### config.mk
export PLATFORM = sky130hd
export DESIGN_NAME = joint_motion_settle_detector_core_flat
export DESIGN_NICKNAME = d
export VERILOG_FILES = /design/src/sv/jmsd_pkg.sv /design/src/sv/jmsd_if.sv /design/src/sv/jmsd_dev_unit.sv /design/src/sv/jmsd_hist_mem.sv /design/src/sv/joint_motion_settle_detector_core.sv /design/src/flat_wrapper.sv
export SDC_FILE = /design/constraint.sdc
export NUM_CORES = 2
export LEC_CHECK = 0
export ABC_AREA = 1
export BUFFER_PORTS_ARGS = -buffer_cell sky130_fd_sc_hd__buf_2
export CAP_MARGIN = 10
export CORE_ASPECT_RATIO = 0.6
export CORE_MARGIN = 2
export CORE_UTILIZATION = 42
export DETAILED_ROUTE_END_ITERATION = 12
export PLACE_DENSITY = 0.67
export SLEW_MARGIN = 10
export SYNTH_ARGS = -nofsm -noshare
export SYNTH_HDL_FRONTEND = slang
export SYNTH_HIERARCHICAL = 1
export SYNTH_SLANG_ARGS = --single-unit
### constraint.sdc
create_clock -name clk -period 10.1 [get_ports clk]
set_clock_uncertainty 0.1 [all_clocks]
set_input_delay 0.505 -clock clk [delete_from_list [all_inputs] [get_ports clk]]
set_output_delay 0.505 -clock clk [all_outputs]
set_load 0.03 [all_outputs]
### src/sv/jmsd_pkg.sv
// Package: shared constants, codes and types for the joint motion settle detector.
`timescale 1ns / 1ps

package jmsd_pkg;

  localparam int unsigned ANGLE_W           = 16;
  localparam int unsigned TOL_W             = 15;
  localparam int unsigned KEEP_W            = 7;
  localparam int unsigned JOINT_FIELDS      = 7;
  localparam int unsigned JOINT_COUNT_DEF   = 7;
  localparam int unsigned HISTORY_DEPTH_DEF = 10;
  localparam int unsigned CFG_IDX_W         = 1;
  localparam int unsigned CFG_DATA_W        = TOL_W;

  localparam logic [TOL_W-1:0] REACH_TOL_RST  = TOL_W'(123);
  localparam logic [TOL_W-1:0] MOTION_TOL_RST = TOL_W'(41);

  typedef enum logic [CFG_IDX_W-1:0] {
    REG_REACH_TOL  = 1'b0,
    REG_MOTION_TOL = 1'b1
  } cfg_reg_t;

  typedef enum logic {
    MODE_SAMPLE  = 1'b0,
    MODE_COMMAND = 1'b1
  } mode_t;

  typedef enum logic [4:0] {
    ST_IDLE  = 5'b00001,
    ST_FILL  = 5'b00010,
    ST_REACH = 5'b00100,
    ST_SCAN  = 5'b01000,
    ST_PUSH  = 5'b10000
  } state_t;

  typedef struct packed {
    logic target_reached;
    logic motion_started;
    logic still_moving;
  } result_t;

endpackage

### src/sv/jmsd_if.sv
// Interfaces: request channel for joint items and result channel for settle status.
`timescale 1ns / 1ps

interface jmsd_in_if;
  logic                                 valid;
  logic                                 ready;
  logic                                 mode;
  logic signed [jmsd_pkg::ANGLE_W-1:0]  joint0;
  logic signed [jmsd_pkg::ANGLE_W-1:0]  joint1;
  logic signed [jmsd_pkg::ANGLE_W-1:0]  joint2;
  logic signed [jmsd_pkg::ANGLE_W-1:0]  joint3;
  logic signed [jmsd_pkg::ANGLE_W-1:0]  joint4;
  logic signed [jmsd_pkg::ANGLE_W-1:0]  joint5;
  logic signed [jmsd_pkg::ANGLE_W-1:0]  joint6;
  logic        [jmsd_pkg::KEEP_W-1:0]   keep_mask;

  modport source (output valid, mode, joint0, joint1, joint2, joint3, joint4, joint5,
                  joint6, keep_mask, input ready);
  modport sink   (input valid, mode, joint0, joint1, joint2, joint3, joint4, joint5,
                  joint6, keep_mask, output ready);
endinterface

interface jmsd_out_if;
  logic valid;
  logic ready;
  logic target_reached;
  logic motion_started;
  logic still_moving;

  modport source (output valid, target_reached, motion_started, still_moving, input ready);
  modport sink   (input valid, target_reached, motion_started, still_moving, output ready);
endinterface

### src/sv/jmsd_dev_unit.sv
// Shared deviation unit: per-joint absolute difference compared against a tolerance.
`timescale 1ns / 1ps

module jmsd_dev_unit #(
  parameter int unsigned LANES = jmsd_pkg::JOINT_COUNT_DEF
) (
  input  logic [LANES-1:0][jmsd_pkg::ANGLE_W-1:0] a_i,
  input  logic [LANES-1:0][jmsd_pkg::ANGLE_W-1:0] b_i,
  input  logic [jmsd_pkg::TOL_W-1:0]              tol_i,
  output logic                                    dev_o
);

  localparam int unsigned DW = jmsd_pkg::ANGLE_W + 1;

  logic [LANES-1:0] over;
  logic [DW-1:0]    tol_ext;

  assign tol_ext = {{(DW - jmsd_pkg::TOL_W){1'b0}}, tol_i};

  for (genvar j = 0; j < LANES; j++) begin : g_lane
    logic signed [DW-1:0] diff;
    logic        [DW-1:0] mag;
    assign diff    = $signed({a_i[j][jmsd_pkg::ANGLE_W-1], a_i[j]})
                   - $signed({b_i[j][jmsd_pkg::ANGLE_W-1], b_i[j]});
    assign mag     = diff[DW-1] ? $unsigned(-diff) : $unsigned(diff);
    assign over[j] = mag > tol_ext;
  end

  assign dev_o = |over;

endmodule

### src/sv/jmsd_hist_mem.sv
// Position history memory: one write port, one registered read port.
`timescale 1ns / 1ps

module jmsd_hist_mem #(
  parameter int unsigned DEPTH = jmsd_pkg::HISTORY_DEPTH_DEF,
  parameter int unsigned WIDTH = jmsd_pkg::JOINT_COUNT_DEF * jmsd_pkg::ANGLE_W,
  localparam int unsigned AW   = (DEPTH > 1) ? $clog2(DEPTH) : 1
) (
  input  logic             clk,
  input  logic             we,
  input  logic [AW-1:0]    waddr,
  input  logic [WIDTH-1:0] wdata,
  input  logic [AW-1:0]    raddr,
  output logic [WIDTH-1:0] rdata
);

  logic [WIDTH-1:0] mem [DEPTH];

  always_ff @(posedge clk) begin
    if (we) begin
      mem[waddr] <= wdata;
    end
  end

  always_ff @(posedge clk) begin
    rdata <= mem[raddr];
  end

endmodule

### src/sv/joint_motion_settle_detector_core.sv
// Top level: sequencer, state registers and result register of the settle detector.
// Sequence: command IDLE, PUSH; sample within reach tolerance IDLE, REACH, PUSH; other samples
//   IDLE, REACH, SCAN over k history entries (stops at first moving entry, max HISTORY_DEPTH), PUSH.
// First sample after reset: IDLE, FILL over all HISTORY_DEPTH rows, PUSH (one history row written per cycle).
// Throughput: one item at a time; the history scan reads one row per cycle through the
//   single memory read port and the shared deviation unit.
// Reset (rst_n low, synchronous): idle, awaiting first sample, started cleared, tolerances 123/41.
`timescale 1ns / 1ps

module joint_motion_settle_detector_core #(
  parameter int unsigned JOINT_COUNT   = jmsd_pkg::JOINT_COUNT_DEF,
  parameter int unsigned HISTORY_DEPTH = jmsd_pkg::HISTORY_DEPTH_DEF
) (
  input  logic                              clk,
  input  logic                              rst_n,
  input  logic                              cfg_we,
  input  logic [jmsd_pkg::CFG_IDX_W-1:0]    cfg_index,
  input  logic [jmsd_pkg::CFG_DATA_W-1:0]   cfg_wdata,
  jmsd_in_if.sink                           in_ch,
  jmsd_out_if.source                        out_ch
);

  localparam int unsigned AW    = (HISTORY_DEPTH > 1) ? $clog2(HISTORY_DEPTH) : 1;
  localparam int unsigned ROW_W = JOINT_COUNT * jmsd_pkg::ANGLE_W;
  localparam logic [AW-1:0] LAST = AW'(HISTORY_DEPTH - 1);

  typedef logic [JOINT_COUNT-1:0][jmsd_pkg::ANGLE_W-1:0] row_t;

  jmsd_pkg::state_t  state_r, state_nxt;
  logic [AW-1:0]     cnt_r, cnt_nxt;
  logic [AW-1:0]     wptr_r, wptr_nxt;
  row_t              cur_r, cur_nxt;
  row_t              tgt_r, tgt_nxt;
  logic              awaiting_r, awaiting_nxt;
  logic              started_r, started_nxt;
  jmsd_pkg::result_t res_r, res_nxt;
  jmsd_pkg::result_t out_r, out_nxt;
  logic              out_valid_r, out_valid_nxt;
  logic [jmsd_pkg::TOL_W-1:0] reach_tol_r, motion_tol_r;

  logic [jmsd_pkg::JOINT_FIELDS-1:0][jmsd_pkg::ANGLE_W-1:0] joint_fields;
  row_t                  in_row;
  logic [JOINT_COUNT-1:0] keep_row;
  logic                  accept;
  logic                  is_cmd;
  logic                  scanning;
  logic                  dev;
  row_t                  dev_a, dev_b;
  logic [jmsd_pkg::TOL_W-1:0] dev_tol;
  logic                  mem_we;
  logic [AW-1:0]         mem_waddr, mem_raddr;
  row_t                  hist_rdata;

  assign joint_fields = {in_ch.joint6, in_ch.joint5, in_ch.joint4, in_ch.joint3,
                         in_ch.joint2, in_ch.joint1, in_ch.joint0};

  for (genvar j = 0; j < JOINT_COUNT; j++) begin : g_map
    if (j < jmsd_pkg::JOINT_FIELDS) begin : g_field
      assign in_row[j]   = joint_fields[j];
      assign keep_row[j] = in_ch.keep_mask[j];
    end else begin : g_extra
      assign in_row[j]   = '0;
      assign keep_row[j] = 1'b1;
    end
  end

  assign in_ch.ready = (state_r == jmsd_pkg::ST_IDLE);
  assign accept      = in_ch.valid && in_ch.ready;
  assign is_cmd      = (in_ch.mode == jmsd_pkg::MODE_COMMAND);
  assign scanning    = (state_r == jmsd_pkg::ST_SCAN);

  // shared unit: target check in REACH, history row check in SCAN
  assign dev_a   = scanning ? hist_rdata : cur_r;
  assign dev_b   = scanning ? cur_r : tgt_r;
  assign dev_tol = scanning ? motion_tol_r : reach_tol_r;

  jmsd_dev_unit #(
    .LANES (JOINT_COUNT)
  ) u_dev (
    .a_i   (dev_a),
    .b_i   (dev_b),
    .tol_i (dev_tol),
    .dev_o (dev)
  );

  assign mem_waddr = (state_r == jmsd_pkg::ST_FILL) ? cnt_r : wptr_r;
  assign mem_raddr = (scanning && cnt_r != LAST) ? cnt_r + AW'(1) : '0;

  jmsd_hist_mem #(
    .DEPTH (HISTORY_DEPTH),
    .WIDTH (ROW_W)
  ) u_hist (
    .clk   (clk),
    .we    (mem_we),
    .waddr (mem_waddr),
    .wdata (cur_r),
    .raddr (mem_raddr),
    .rdata (hist_rdata)
  );

  always_comb begin
    state_nxt    = state_r;
    cnt_nxt      = cnt_r;
    wptr_nxt     = wptr_r;
    cur_nxt      = cur_r;
    tgt_nxt      = tgt_r;
    awaiting_nxt = awaiting_r;
    started_nxt  = started_r;
    res_nxt      = res_r;
    out_nxt      = out_r;
    out_valid_nxt = (out_valid_r && !out_ch.ready);
    mem_we       = 1'b0;
    case (state_r)
      jmsd_pkg::ST_IDLE: begin
        if (accept) begin
          cnt_nxt = '0;
          if (is_cmd) begin
            for (int j = 0; j < JOINT_COUNT; j++) begin
              if (!keep_row[j]) tgt_nxt[j] = in_row[j];
            end
            started_nxt = 1'b0;
            res_nxt     = '0;
            state_nxt   = jmsd_pkg::ST_PUSH;
          end else if (awaiting_r) begin
            cur_nxt      = in_row;
            tgt_nxt      = in_row;
            awaiting_nxt = 1'b0;
            res_nxt      = '{target_reached: 1'b1, motion_started: started_r,
                             still_moving: 1'b0};
            state_nxt    = jmsd_pkg::ST_FILL;
          end else begin
            // oldest slot takes the previous position
            mem_we    = 1'b1;
            wptr_nxt  = (wptr_r == LAST) ? '0 : wptr_r + AW'(1);
            cur_nxt   = in_row;
            state_nxt = jmsd_pkg::ST_REACH;
          end
        end
      end
      jmsd_pkg::ST_FILL: begin
        mem_we = 1'b1;
        if (cnt_r == LAST) begin
          state_nxt = jmsd_pkg::ST_PUSH;
        end else begin
          cnt_nxt = cnt_r + AW'(1);
        end
      end
      jmsd_pkg::ST_REACH: begin
        if (!dev) begin
          res_nxt   = '{target_reached: 1'b1, motion_started: started_r,
                        still_moving: 1'b0};
          state_nxt = jmsd_pkg::ST_PUSH;
        end else begin
          state_nxt = jmsd_pkg::ST_SCAN;
        end
      end
      jmsd_pkg::ST_SCAN: begin
        if (dev || cnt_r == LAST) begin
          started_nxt = started_r | dev;
          res_nxt     = '{target_reached: started_r & ~dev,
                          motion_started: started_r | dev,
                          still_moving: dev};
          state_nxt   = jmsd_pkg::ST_PUSH;
        end else begin
          cnt_nxt = cnt_r + AW'(1);
        end
      end
      jmsd_pkg::ST_PUSH: begin
        if (!out_valid_r || out_ch.ready) begin
          out_nxt       = res_r;
          out_valid_nxt = 1'b1;
          state_nxt     = jmsd_pkg::ST_IDLE;
        end
      end
      default: begin
        state_nxt = jmsd_pkg::ST_IDLE;
      end
    endcase
  end

  always_ff @(posedge clk) begin
    if (!rst_n) begin
      state_r      <= jmsd_pkg::ST_IDLE;
      cnt_r        <= '0;
      wptr_r       <= '0;
      awaiting_r   <= 1'b1;
      started_r    <= 1'b0;
      out_valid_r  <= 1'b0;
      reach_tol_r  <= jmsd_pkg::REACH_TOL_RST;
      motion_tol_r <= jmsd_pkg::MOTION_TOL_RST;
    end else begin
      state_r     <= state_nxt;
      cnt_r       <= cnt_nxt;
      wptr_r      <= wptr_nxt;
      awaiting_r  <= awaiting_nxt;
      started_r   <= started_nxt;
      out_valid_r <= out_valid_nxt;
      if (cfg_we) begin
        case (cfg_index)
          jmsd_pkg::REG_REACH_TOL:  reach_tol_r  <= cfg_wdata;
          jmsd_pkg::REG_MOTION_TOL: motion_tol_r <= cfg_wdata;
          default: ;
        endcase
      end
    end
  end

  always_ff @(posedge clk) begin
    cur_r <= cur_nxt;
    tgt_r <= tgt_nxt;
    res_r <= res_nxt;
    out_r <= out_nxt;
  end

  assign out_ch.valid          = out_valid_r;
  assign out_ch.target_reached = out_r.target_reached;
  assign out_ch.motion_started = out_r.motion_started;
  assign out_ch.still_moving   = out_r.still_moving;

  a_moving_not_reached: assert property (@(posedge clk) disable iff (!rst_n)
    (out_valid_r && out_r.still_moving) |-> !out_r.target_reached)
    else $error("moving result also flagged reached");

  a_moving_implies_started: assert property (@(posedge clk) disable iff (!rst_n)
    (out_valid_r && out_r.still_moving) |-> out_r.motion_started)
    else $error("moving result without motion started");

  a_first_sample_once: assert property (@(posedge clk) disable iff (!rst_n)
    !awaiting_r |=> !awaiting_r)
    else $error("awaiting first sample set again");

  a_scan_in_range: assert property (@(posedge clk) disable iff (!rst_n)
    (scanning || state_r == jmsd_pkg::ST_FILL) |-> (cnt_r <= LAST))
    else $error("history counter out of range");

  a_accept_leaves_idle: assert property (@(posedge clk) disable iff (!rst_n)
    accept |=> (state_r != jmsd_pkg::ST_IDLE))
    else $error("request accepted without leaving idle");

endmodule

### src/flat_wrapper.sv
// flat-port wrapper written by rule: the top's interface ports become plain ports
module joint_motion_settle_detector_core_flat 
#(
  parameter int unsigned JOINT_COUNT   = jmsd_pkg::JOINT_COUNT_DEF,
  parameter int unsigned HISTORY_DEPTH = jmsd_pkg::HISTORY_DEPTH_DEF
)
  (clk, rst_n, cfg_we, cfg_index, cfg_wdata, in_ch_valid, in_ch_mode, in_ch_joint0, in_ch_joint1, in_ch_joint2, in_ch_joint3, in_ch_joint4, in_ch_joint5, in_ch_joint6, in_ch_keep_mask, in_ch_ready, out_ch_valid, out_ch_target_reached, out_ch_motion_started, out_ch_still_moving, out_ch_ready);
  jmsd_in_if in_ch_i ();
  jmsd_out_if out_ch_i ();
  input  logic clk;
  input  logic rst_n;
  input  logic cfg_we;
  input  logic [jmsd_pkg::CFG_IDX_W-1:0] cfg_index;
  input  logic [jmsd_pkg::CFG_DATA_W-1:0] cfg_wdata;
  input wire logic [$bits(in_ch_i.valid)-1:0] in_ch_valid;
  input wire logic [$bits(in_ch_i.mode)-1:0] in_ch_mode;
  input wire logic [$bits(in_ch_i.joint0)-1:0] in_ch_joint0;
  input wire logic [$bits(in_ch_i.joint1)-1:0] in_ch_joint1;
  input wire logic [$bits(in_ch_i.joint2)-1:0] in_ch_joint2;
  input wire logic [$bits(in_ch_i.joint3)-1:0] in_ch_joint3;
  input wire logic [$bits(in_ch_i.joint4)-1:0] in_ch_joint4;
  input wire logic [$bits(in_ch_i.joint5)-1:0] in_ch_joint5;
  input wire logic [$bits(in_ch_i.joint6)-1:0] in_ch_joint6;
  input wire logic [$bits(in_ch_i.keep_mask)-1:0] in_ch_keep_mask;
  output wire logic [$bits(in_ch_i.ready)-1:0] in_ch_ready;
  output wire logic [$bits(out_ch_i.valid)-1:0] out_ch_valid;
  output wire logic [$bits(out_ch_i.target_reached)-1:0] out_ch_target_reached;
  output wire logic [$bits(out_ch_i.motion_started)-1:0] out_ch_motion_started;
  output wire logic [$bits(out_ch_i.still_moving)-1:0] out_ch_still_moving;
  input wire logic [$bits(out_ch_i.ready)-1:0] out_ch_ready;
  assign in_ch_i.valid = in_ch_valid;
  assign in_ch_i.mode = in_ch_mode;
  assign in_ch_i.joint0 = in_ch_joint0;
  assign in_ch_i.joint1 = in_ch_joint1;
  assign in_ch_i.joint2 = in_ch_joint2;
  assign in_ch_i.joint3 = in_ch_joint3;
  assign in_ch_i.joint4 = in_ch_joint4;
  assign in_ch_i.joint5 = in_ch_joint5;
  assign in_ch_i.joint6 = in_ch_joint6;
  assign in_ch_i.keep_mask = in_ch_keep_mask;
  assign in_ch_ready = in_ch_i.ready;
  assign out_ch_valid = out_ch_i.valid;
  assign out_ch_target_reached = out_ch_i.target_reached;
  assign out_ch_motion_started = out_ch_i.motion_started;
  assign out_ch_still_moving = out_ch_i.still_moving;
  assign out_ch_i.ready = out_ch_ready;
  joint_motion_settle_detector_core #(.JOINT_COUNT(JOINT_COUNT), .HISTORY_DEPTH(HISTORY_DEPTH)) u_core (.clk(clk), .rst_n(rst_n), .cfg_we(cfg_we), .cfg_index(cfg_index), .cfg_wdata(cfg_wdata), .in_ch(in_ch_i), .out_ch(out_ch_i));
endmodule
Yosys cells after proc, flatten, opt, wreduce, memory -nomap -nowiden
Memory sizes are Yosys's and may differ from the RTL's. A register that Yosys moved wholly into a read port is not among the register bits.
Index checks and enable logic that the tools add are counted.
{"block": "totals", "regBits": 276, "ram_bits": 1120, "out_inout_bits": 5, "word_cells": 162, "memories": 1}
{"block": "classes", "addsub": 16, "order_cmp": 7, "n_eq_ne": 24, "n_mux": 52, "n_bitwise": 6, "n_reduce_logical": 28}
{"name": "u_core.u_hist.mem", "depth": 10, "word_bits": 112, "rd": 1, "rd_clocked_by_memory_dff": 1, "wr": 1, "line": "jmsd_hist_mem.sv:17", "source": "logic [WIDTH-1:0] mem [DEPTH];"}
{"cell": "2-to-1 mux 112 bit", "n": 4}
{"cell": "> comparator 17 x 15 -> 1 bit", "n": 7}
{"cell": "2-to-1 mux 17 bit", "n": 7}
{"cell": "negator 17 bit", "n": 7}
{"cell": "subtractor 16 x 16 -> 17 bit", "n": 7}
{"cell": "2-to-1 mux 16 bit", "n": 7}
{"cell": "AND reduction 4 bit", "n": 11}
{"cell": "2-to-1 mux 5 bit", "n": 6}
{"cell": "!= test 2 bit, second input constant", "n": 14}
{"cell": "one-hot mux 5 bit (5 select lines)", "n": 1}
{"cell": "2-to-1 mux 4 bit", "n": 6}
{"cell": "2-to-1 mux 3 bit", "n": 6}
{"cell": "2-to-1 mux 15 bit", "n": 1}
{"cell": "one-hot mux 4 bit (3 select lines)", "n": 1}
{"cell": "2-to-1 mux 1 bit", "n": 10}
{"cell": "one-hot mux 3 bit (3 select lines)", "n": 1}
{"cell": "adder 4 x 1 -> 4 bit, second input constant", "n": 2}
{"cell": "equality test 4 bit, second input constant", "n": 2}
{"cell": "OR reduction 7 bit", "n": 1}
{"cell": "AND reduction 2 bit", "n": 3}
{"cell": "nonzero test 3 bit", "n": 2}
{"cell": "equality test 5 x 1 -> 1 bit, second input constant", "n": 1}
{"cell": "equality test 5 x 2 -> 1 bit, second input constant", "n": 1}
{"cell": "equality test 5 x 3 -> 1 bit, second input constant", "n": 1}
{"cell": "15 further kinds", "n": 24}

Longest topological paths before layout
{"block": "logic_depth", "depth_word": 11, "mapped_depth": 52}

Cells and area by module
The synthesis kept the hierarchy.
{"module": "jmsd_hist_mem", "n_inst": 1, "cells_per_inst": 4391, "area_per_inst_um2": 48945.7, "seq_area_each_um2": 35874.4}
{"module": "jmsd_dev_unit", "n_inst": 1, "cells_per_inst": 2306, "area_per_inst_um2": 12335.6, "seq_area_each_um2": 0.0}
{"module": "joint_motion_settle_detector_core", "n_inst": 1, "cells_per_inst": 1316, "area_per_inst_um2": 12039.0, "seq_area_each_um2": 7827.5}

Least setup slack after synthesis
No wires, ideal clock.
{"block": "synth_timing", "kind": "input-to-reg", "startpoint": "in in_ch_mode", "endpoint": "mem u_core/u_hist/mem[0][0] (netlist bit) (enable)", "arrival_ns": 5.923, "required_ns": 9.416, "setup_slack_ns": 3.492, "stages": 6, "n_path_buf": 0, "path_cell_list": "or2_2 nor2_2 nand2_2 nand2_1 nand3_1 nor2_1"}
{"block": "synth_between", "elab_chain_len": 5}
{"element": "start: declaration", "line": "flat_wrapper.sv:16", "source": "input wire logic [$bits(in_ch_i.mode)-1:0] in_ch_mode;"}
{"element": "2-to-1 mux 1 bit", "line": "joint_motion_settle_detector_core.sv:117", "source": "if (is_cmd) begin"}
{"element": "2-to-1 mux 1 bit", "line": "joint_motion_settle_detector_core.sv:115", "source": "if (accept) begin"}
{"element": "one-hot mux 1 bit (2 select lines)", "line": "joint_motion_settle_detector_core.sv:113", "source": "case (state_r)"}
{"element": "net u_core.mem_we", "line": "joint_motion_settle_detector_core.sv:50", "source": "logic mem_we;"}
{"element": "2-to-1 mux 1 bit", "line": "jmsd_hist_mem.sv:20", "source": "if (we) begin"}
{"element": "2-to-1 mux 1 bit (implied by the code)", "line": "jmsd_hist_mem.sv:21", "source": "mem[waddr] <= wdata;"}
{"element": "end: declaration", "line": "jmsd_hist_mem.sv:17"}
The timed path passes the listed nets, and every way through them passes these cells.

==> reports/results.tsv <==
stage	metric	value	unit
global_route	grt_max_degree	186	
sta	setup_viol	0	
min_path	hold_depth	3	
status	status	complete, no violations	
power	vdd_ir_drop_max	188.9	uV
sta	slew_headroom	0.2046	
setup_path	rrSetupSlack	2.34	ns
placement	post_dp_cell_area	0.07628	mm^2
cells_and_area	postLayoutCellArea	0.08230	mm^2
clock_tree	cts_resized	0	
logic_synthesis	syn_area	0.07332	mm^2
sta	finalHoldViolCount	0	
global_route	track_usage	0.2227	
global_route	gr-total-overflow	0	
clock_tree	cts_tree	yes	
logic_synthesis	mappedNetlistNets	8387	
clock_tree	cts.htree.levels	4	
min_path	hold_path.class	input pin to flop	
power	p_leak	0.03635	uW
sta	min_period	7.761	ns
die	die_area	0.1780	mm^2
sta	finalSetupTns	0	ns
logic_synthesis	ys_top_cells_by_area	edfxtp_1, nand2_1, inv_1, nand3_1, dfxtp_1	
setup_path	r2r_end	u_core/res_r[0]	
sta	fin_crit_sh	0.7685	
logic_synthesis	yosysTopAreaCell	edfxtp_1	
setup_path	cp-start-kind	flop	
clock_tree	cts_root_buf	clkbuf_16	
setup_path	critical_path_class	flop to flop	
setup_path	crit_required	10.42	ns
route	first_pass_iters	7	
logic_synthesis	synthMostInstantiatedCell	nand2_1	
route	wl	199.9	mm
route	wl_per_cell	18.76	um
placement	numPortBuffers	145	
route	drt_iter0_markers	5527	
route	viasPerCell	5.098	
setup_path	crit_slowest_cell	buf_4	
sta	rsz0062_at_grt	no	
placement	place.gp.congestion	0.9059	
die	die_w	543.4	um
die	rows	118	
sta	worstMarginPinSlew	1.190	ns
die	io_pins	146	
logic_synthesis	ys_seq_elements	1508	
logic_synthesis	netlist.area_leader.share	0.5529	
setup_path	rr_worst_depth	41	
run	maxCapViolations	0	
logic_synthesis	synth_enable_flop_cells	1350	
clock_tree	clock_latency	0.78	ns
clock_tree	cts_setup_buffers	0	
min_path	hp-start	in_ch_valid	
logic_synthesis	yosys_warnings	6	
clock_tree	cts_sinks	1508	
logic_synthesis	ys.flop_type	edfxtp_1	
clock_tree	clk_path_buf_depth	3	
logic_synthesis	ys_async_sr_fraction	0	
setup_path	crit_fanout	58	
logic_synthesis	synthTopCellsByCount	nand2_1, edfxtp_1, inv_1, nand3_1, nor2_1	
logic_synthesis	netlist_instances	8013	
power	p_per_area	215.0	mW/mm^2
die	core	0.1729	mm^2
logic_synthesis	ys_types	47	
route	vias	54310	
die	die_h	327.6	um
sta	fmax	128.8	MHz
cells_and_area	area_growth	12.25	%
logic_synthesis	ys_seq_area_frac	0.5960	
cells_and_area	drive_gt1_frac	0.06452	
sta	drv_slew	0	
clock_tree	cts_buffers	141	
setup_path	cp-end-kind	flop	
cells_and_area	fillers	15790	
setup_path	cp.arrival	8.08	ns
global_route	antenna_found_initial	3	
route	remaining_drc_errors	0	
die	start_util	0.4241	
global_route	grt_pass1_vias	51090	
global_route	grt_first_pass_wirelength	304.1	mm
clock_tree	path_clk_slew	0.07	ns
placement	dp.final_hpwl	112.6	mm
setup_path	slowest_delay	0.62	ns
cells_and_area	final_nets	8562	
setup_path	rr_startpoint	u_core/state_r[1]	
logic_synthesis	syn_area_per_cell	9.150	um^2
setup_path	path_common_cell	nand2_1	
min_path	min_to	u_core/state_r[2]	
route	ant_nets	0	
[where the power goes]
part | total [uW] | switching [uW] | internal (uW)
sequential | 7630 | 304 | 7320
combinational | 4590 | 3020 | 1580
clock | 5470 | 2380 | 3090
total | 17700 | 5700 | 12000
[through the flow]
step           utilization  hold WS, ns  total power [uW]  setup slack [ns]  instances
2_1_floorplan            -       0.3003             10940             3.492       8013
3_3_place_gp        0.4412       0.3385             12080             2.843      10260
5_1_grt             0.4759      0.06910             18660             1.993      10650
3_5_place_dp        0.4412       0.3436             12220             2.696      10260
6_report            0.4760      0.08601             17690             2.339      10650
4_1_cts             0.4759      0.01932             17720             2.666      10650
[state kept, by name, summed over array words and instances (netlist names), 3 cells and up]
name / count
u_core/res_r: 3
u_core/u_hist/rdata: 112
u_core/state_r: 5
u_core/reach_tol_r: 15
u_core/u_hist/mem: 1120
u_core/cnt_r: 4
u_core/cur_r: 112
u_core/tgt_r: 112
u_core/wptr_r: 4
u_core/motion_tol_r: 15
[placed cells by master (no fill, tap or decap), types with 143 or more instances in the layout]
cell,synthesis,layout
nand2_1,2749,2749
edfxtp_1,1350,1350
inv_1,1174,1173
nand3_1,850,850
nor2_1,517,503
ha_1,226,226
o21ai_0,190,190
dfxtp_1,158,158
buf_2,172,145
clkbuf_16,0,143
[cells by family after synthesis]
family,count (synthesis),share of synthesized area
and+or+nand+nor,4306,0.2426
DFF,1508,0.5960
buffers and inverters,1484,0.08032
AOI/OAI and AO/OA,369,0.02679
adders and majority gates,233,0.04048
xor gates and xnor gates,113,0.01381
[worst max-delay path, delay by kind of cell (launching register included)]
family	cells	cell delay, ns
buffers and inverters	7	1.24
XOR/XNOR	1	0.16
adder cells (fa/ha/maj)	3	0.89
flip-flops	1	0.37
AO/OA/AOI/OAI	6	1.06
AND/OR/NAND/NOR	24	3.53
[metal layers]
layer	wire [um]	GRT usage	vias up
met2	85810	0.3343	2211
met3	17960	0.04227	284
met5	0	0	-
met1	91500	0.3292	25690
li1	-	-	26120
met4	4627	0.05952	0
[worst max path at each step]
| stage | start | endpoint | slack [ns] | cells after the start |
|---|---|---|---|---|
| 4_1_cts | u_core/state_r[1] | u_core/res_r[0] | 2.67 | 41 |
| 6_report | u_core/state_r[1] | u_core/res_r[0] | 2.34 | 41 |
| 2_1_floorplan | in_ch_mode | u_core/u_hist/mem[0][0] | 3.49 | 6 |
| 3_5_place_dp | u_core/state_r[1] | u_core/res_r[1] | 2.70 | 41 |
| 3_3_place_gp | u_core/state_r[1] | u_core/res_r[1] | 2.84 | 41 |
| 5_1_grt | u_core/state_r[1] | u_core/res_r[2] | 1.99 | 41 |
[layout make-up]
class	instances	area, um^2	share of cell area
inverters	1195	4516	0.05487
flip-flops and latches	1508	43700	0.5310
repair buffers	321	2555	0.03104
clock buffers	197	3945	0.04793
clock inverters	65	779.5	0.009471
well taps	2340	2928	0.03557
multi-input cells	5021	23860	0.2899
diodes	6	15.01	0.0001824
[timing repair]
| action | CTS | global route |
|---|---|---|
| hold buffers | 128 | 0 |
| setup endpoints to repair | 0 | 0 |
| hold endpoints to repair | 255 | 0 |
Power figures use the tool's default switching activity.
